**config.mk**
```make
export PLATFORM = sky130hd
export DESIGN_NAME = bsc_back
export DESIGN_NICKNAME = d
export VERILOG_FILES = /design/src/sv/bsc_pkg.sv /design/src/sv/bsc_back.sv
export SDC_FILE = /design/constraint.sdc
export NUM_CORES = 2
export LEC_CHECK = 0
export BUFFER_PORTS_ARGS = -buffer_cell sky130_fd_sc_hd__buf_2
export CORE_ASPECT_RATIO = 1.1
export CORE_MARGIN = 5
export CORE_UTILIZATION = 55
export CTS_BUF_LIST = sky130_fd_sc_hd__clkbuf_8
export DETAILED_ROUTE_END_ITERATION = 6
export GPL_TIMING_DRIVEN = 0
export HOLD_SLACK_MARGIN = 0.05
export PLACE_DENSITY = 0.72
export SLEW_MARGIN = 5
export SYNTH_ARGS = -nofsm -noshare
export SYNTH_HDL_FRONTEND = slang
export SYNTH_SLANG_ARGS = --single-unit
```
**constraint.sdc**
```tcl
create_clock -name i_clk -period 13.3 [get_ports i_clk]
set_input_delay 3.325 -clock i_clk [delete_from_list [all_inputs] [get_ports i_clk]]
set_output_delay 3.325 -clock i_clk [all_outputs]
set_load 0.005 [all_outputs]
```
**src/sv/bsc_pkg.sv**
```systemverilog
// ----------------------------------------------------------------------------
// bsc_pkg
// Shared types, constants and helpers of the barometric compensation core.
// ----------------------------------------------------------------------------
package bsc_pkg;

    localparam int DIV_STAGES = 32;

    localparam logic [31:0] C_FINE_OFFSET = 32'd64000;
    localparam logic [31:0] C_RAW_FULL    = 32'd1048576;
    localparam logic [31:0] C_PRESS_MUL   = 32'd3125;
    localparam logic [31:0] C_DIV_BIAS    = 32'd32768;
    localparam logic [31:0] C_OUT_SCALE   = 32'd10000;
    localparam logic [31:0] C_ROUND       = 32'd128;

    // calibration registers as written over the bus
    typedef struct packed {
        logic [47:0] temp;
        logic [47:0] press_a;
        logic [47:0] press_b;
        logic [47:0] press_c;
    } t_cal;

    // per-request side information carried alongside the divider
    typedef struct packed {
        logic [31:0] temp;
        logic        dz;
        logic        big;
    } t_side;

    function automatic logic [31:0] asr(input logic [31:0] v, input logic [4:0] n);
        return 32'($signed(v) >>> n);
    endfunction

    function automatic logic [31:0] sx16(input logic [15:0] x);
        return {{16{x[15]}}, x};
    endfunction

    function automatic logic [31:0] zx16(input logic [15:0] x);
        return {16'b0, x};
    endfunction

endpackage

```
**src/sv/bsc_back.sv**
```systemverilog
// ----------------------------------------------------------------------------
// bsc_back
// Four-stage post-division pressure correction; last stage is the output register.
// ----------------------------------------------------------------------------
module bsc_back import bsc_pkg::*; (
    input  logic        i_clk,
    input  logic        i_rst_n,
    input  logic        i_en,
    input  t_cal        i_cal,
    input  logic        i_valid,
    input  logic [31:0] i_quotient,
    input  t_side       i_side,
    output logic        o_valid,
    output logic [31:0] o_temperature_centi,
    output logic [31:0] o_pressure_scaled,
    output logic        o_divisor_zero
);

    logic [31:0] p7, p8, p9, p_in, x_in;
    logic [3:0]  r_v;

    logic [31:0] r1_p, r1_xx, r1_m8, r2_p, r2_v1, r2_v2, r3_sum;
    logic [31:0] r1_temp, r2_temp, r3_temp, r4_temp, r4_pres;
    logic        r1_dz, r2_dz, r3_dz, r4_dz;

    assign p7   = sx16(i_cal.press_c[15:0]);
    assign p8   = sx16(i_cal.press_c[31:16]);
    assign p9   = sx16(i_cal.press_c[47:32]);
    assign p_in = i_side.big ? (i_quotient << 1) : i_quotient;
    assign x_in = p_in >> 3;

    always_ff @(posedge i_clk) begin
        if (!i_rst_n) begin
            r_v <= '0;
        end else if (i_en) begin
            r_v <= {r_v[2:0], i_valid};
        end
    end

    always_ff @(posedge i_clk) begin
        if (i_en) begin
            r1_temp <= i_side.temp;
            r1_dz   <= i_side.dz;
            r1_p    <= p_in;
            r1_xx   <= x_in * x_in;
            r1_m8   <= (p_in >> 2) * p8;
            r2_temp <= r1_temp;
            r2_dz   <= r1_dz;
            r2_p    <= r1_p;
            r2_v1   <= p9 * (r1_xx >> 13);
            r2_v2   <= asr(r1_m8, 5'd13);
            r3_temp <= r2_temp;
            r3_dz   <= r2_dz;
            r3_sum  <= r2_p + asr(asr(r2_v1, 5'd12) + r2_v2 + p7, 5'd4);
            r4_temp <= r3_temp;
            r4_dz   <= r3_dz;
            r4_pres <= r3_dz ? '0 : r3_sum * C_OUT_SCALE;
        end
    end

    assign o_valid             = r_v[3];
    assign o_temperature_centi = r4_temp;
    assign o_pressure_scaled   = r4_pres;
    assign o_divisor_zero      = r4_dz;

endmodule

```
==> impl_metrics.toml <==
[logic_synthesis]
synth_top_cell_by_area = "fa_1"
yosysSeqAreaShare = 0.199
syn_inst = 4750
async_flop_share = 0
ys_ff_latch = 325
avgSynthCellArea_sq_um = 10.3
synth_area_leaders = "fa_1, edfxtp_1, ha_1"
synth_cell_type_count = 62
synth_area_sq_um = 48800
synth_warnings = 0
synthFlopType = "edfxtp_1"
synth_top_area_frac = 0.402
synth_edf_count = 321

[placed_design]
port_buffers = 164
gp_congestion = 0.986
pre_cts_ws_ns = -0.587
hpwl_mm = 102
place_inst = 6082

[sta]
setup_slack_ns = 0.782
slew_headroom = 0.0293
fin_crit_ns = 12.52
tightest_slew_ns = 1.42
fmax_mhz = 79.9
final-setup-viol-count = 0
hold_violations = 0
final-max-slew-violation-count = 0
skew_ns = 0.0367
final.period_utilization = 0.941
rsz0062_at_grt = "false"

[grt]
met3_usage = 0.0469
gr-max-usage-layer = "met2"
grt_pass1_wl_mm = 197
gr-usage-all-layers = 0.268
grt_max_degree = 128
overflow = 0
grt_util_met2 = 0.451
antenna_found_initial = 5
grt_pass1_vias = 36500
gr-usage-met1 = 0.339

[job]
maxCapViolCount = 0

[floorplan]
dieArea_sq_um = 94800
coreArea_sq_um = 88000
start_util = 0.554
die_h_microns = 322
pin_count = 328
rows = 114
die_w_microns = 294

[route]
drt_drc_violations_left = 0
wl_mm = 124
drt_iter0_markers = 2299
wl_per_cell_microns = 20.1
ant_nets = 0
avgViaCountPerCell = 5.39
vias = 33300
drt-pass1-iter-count = 6

[layout]
layout_common_cells = "inv_1, fa_1, nand2_1"
layout_commonest_cell = "inv_1"
fin_nets = 6636
final_cells = 6179
area_delta_synth_final_pct = 7.25
layout-drive-gt1-share = 0.0551

[clock_network]
cts_buffer_depth = 3
htree_levels = 2
tritoncts = "yes"
cts.sinks = 325
cts_root_buf = "clkbuf_8"
numCtsBuffers = 49
cts_setup_buffers = 0
clk_pin_slew_worst_paths_ns = 0.07
clock_latency_ns = 0.62

[setup_path]
crit_path_frequent_cell = "fa_1"
critical-path-slowest-cell = "buf_1"
worstPathArrival_ns = 12.91
path_max_fanout = 19
timing.rr.start = "r1_xx[23]"
rr_worst_depth = 24
crit_type = "in -> reg"
rrSetupSlack_ns = 6.21
startpoint_type = "input pin"
worst_r2r_endpoint = "r2_v1[26]"
max_stage_delay_ns = 0.83
worstPathRequired_ns = 13.69
crit_path_end_kind = "flop"

[min_path]
hold_path_end = "r2_temp[3]"
min-delay-start = "r1_temp[3]"
hp-class = "reg -> reg"
holdPathStages = 0

[outcome]
status = "completed"
[repair_timing]
item | 4_1_cts | 5_1_grt
gates resized for setup | 0 | 12
setup endpoints to repair | 0 | 5
hold buffers | 0 | 0
[cell type report]
cell class | instances | area (sq um)
Buffer | 155 | 609
Inverter | 1220 | 4580
Multi-Input combinational cell | 3052 | 33900
Sequential cell | 325 | 9720
Fill cell | 7450 | 35700
Antenna cell | 7 | 17.5
Clock buffer | 49 | 674
Tap cell | 1160 | 1450
Timing Repair Buffer | 169 | 920
Clock inverter | 42 | 414
[stage by stage]
stage / TNS [ns] / hold slack [ns] / util / instance area [sq um]
final: 0 / 0.393 / 0.594 / 52300
after CTS: 0 / 0.395 / 0.594 / 52300
after global placement: -5.85 / 0.401 / 0.580 / 51100
after floorplan: 0 / 0.400 / - / 48800
after global routing: 0 / 0.423 / 0.594 / 52300
after detailed placement: -2.36 / 0.405 / 0.582 / 51200
[worst max-delay path, delay by kind of cell]
kind,cells,cell delay [ns]
xor+xnor,1,0.37
buf+inv,8,2.48
simple gates,4,0.55
fa+ha+maj,9,4.46
compound gates,5,1.44
mux,1,0.28
[cell usage after synthesis, types with 5 or more instances]
library cell	number
nor2_1	227
a21o_1	33
mux2_2	6
nor3_1	23
or2_2	5
nor2b_1	25
a211oi_1	11
xnor2_1	130
nand3_1	20
clkinv_1	7
and2_1	283
fa_1	979
edfxtp_1	321
a41o_1	5
clkbuf_1	143
nand2b_1	30
ha_1	423
buf_1	7
xor2_1	39
o21ai_0	42
nand2_1	546
o211ai_1	6
nand4_1	8
o21a_1	15
mux2i_1	36
a21oi_1	80
inv_1	1212
o21bai_1	17
and3_1	8
[cells by family after synthesis]
family | synth area share
multiplexers | 0.00877
flip-flops | 0.199
other | 0.0000769
AO/OA/AOI/OAI | 0.0322
adder cells (fa/ha/maj) | 0.510
AND/OR/NAND/NOR | 0.113
XOR/XNOR | 0.0303
buffers and inverters | 0.106
[state kept, by name (all words and copies together), names as in the netlist, 20 cells and up]
signal / count
o_temperature_centi: 32
r1_temp: 32
r2_temp: 32
r3_temp: 32
o_pressure_scaled: 28
r1_p: 28
r2_p: 28
r3_sum: 28
r2_v1: 20
[routing by layer]
metal / wire (microns) / vias to the layer above
met5: 45 / -
met4: 8170 / 6
met3: 11000 / 475
met2: 59400 / 1521
met1: 45700 / 16700
li1: - / 14600
[worst max path at each step]
stage                          from  cells past startpoint        end  slack [ns]
final                     i_side[0]                     28  r1_xx[31]        0.78
after global routing      i_side[0]                     32  r1_xx[29]        0.42
after CTS                 i_side[0]                     30  r1_xx[31]        0.12
after detailed placement  i_side[0]                     28  r1_xx[31]       -0.59
after global placement    i_side[0]                     28  r1_xx[31]       -1.00
after floorplan           i_side[0]                     32  r1_xx[30]        1.46
Power is left out: the tool's default activity adds up to more than one toggle a clock period on the data nets, which glitch-free logic cannot reach.
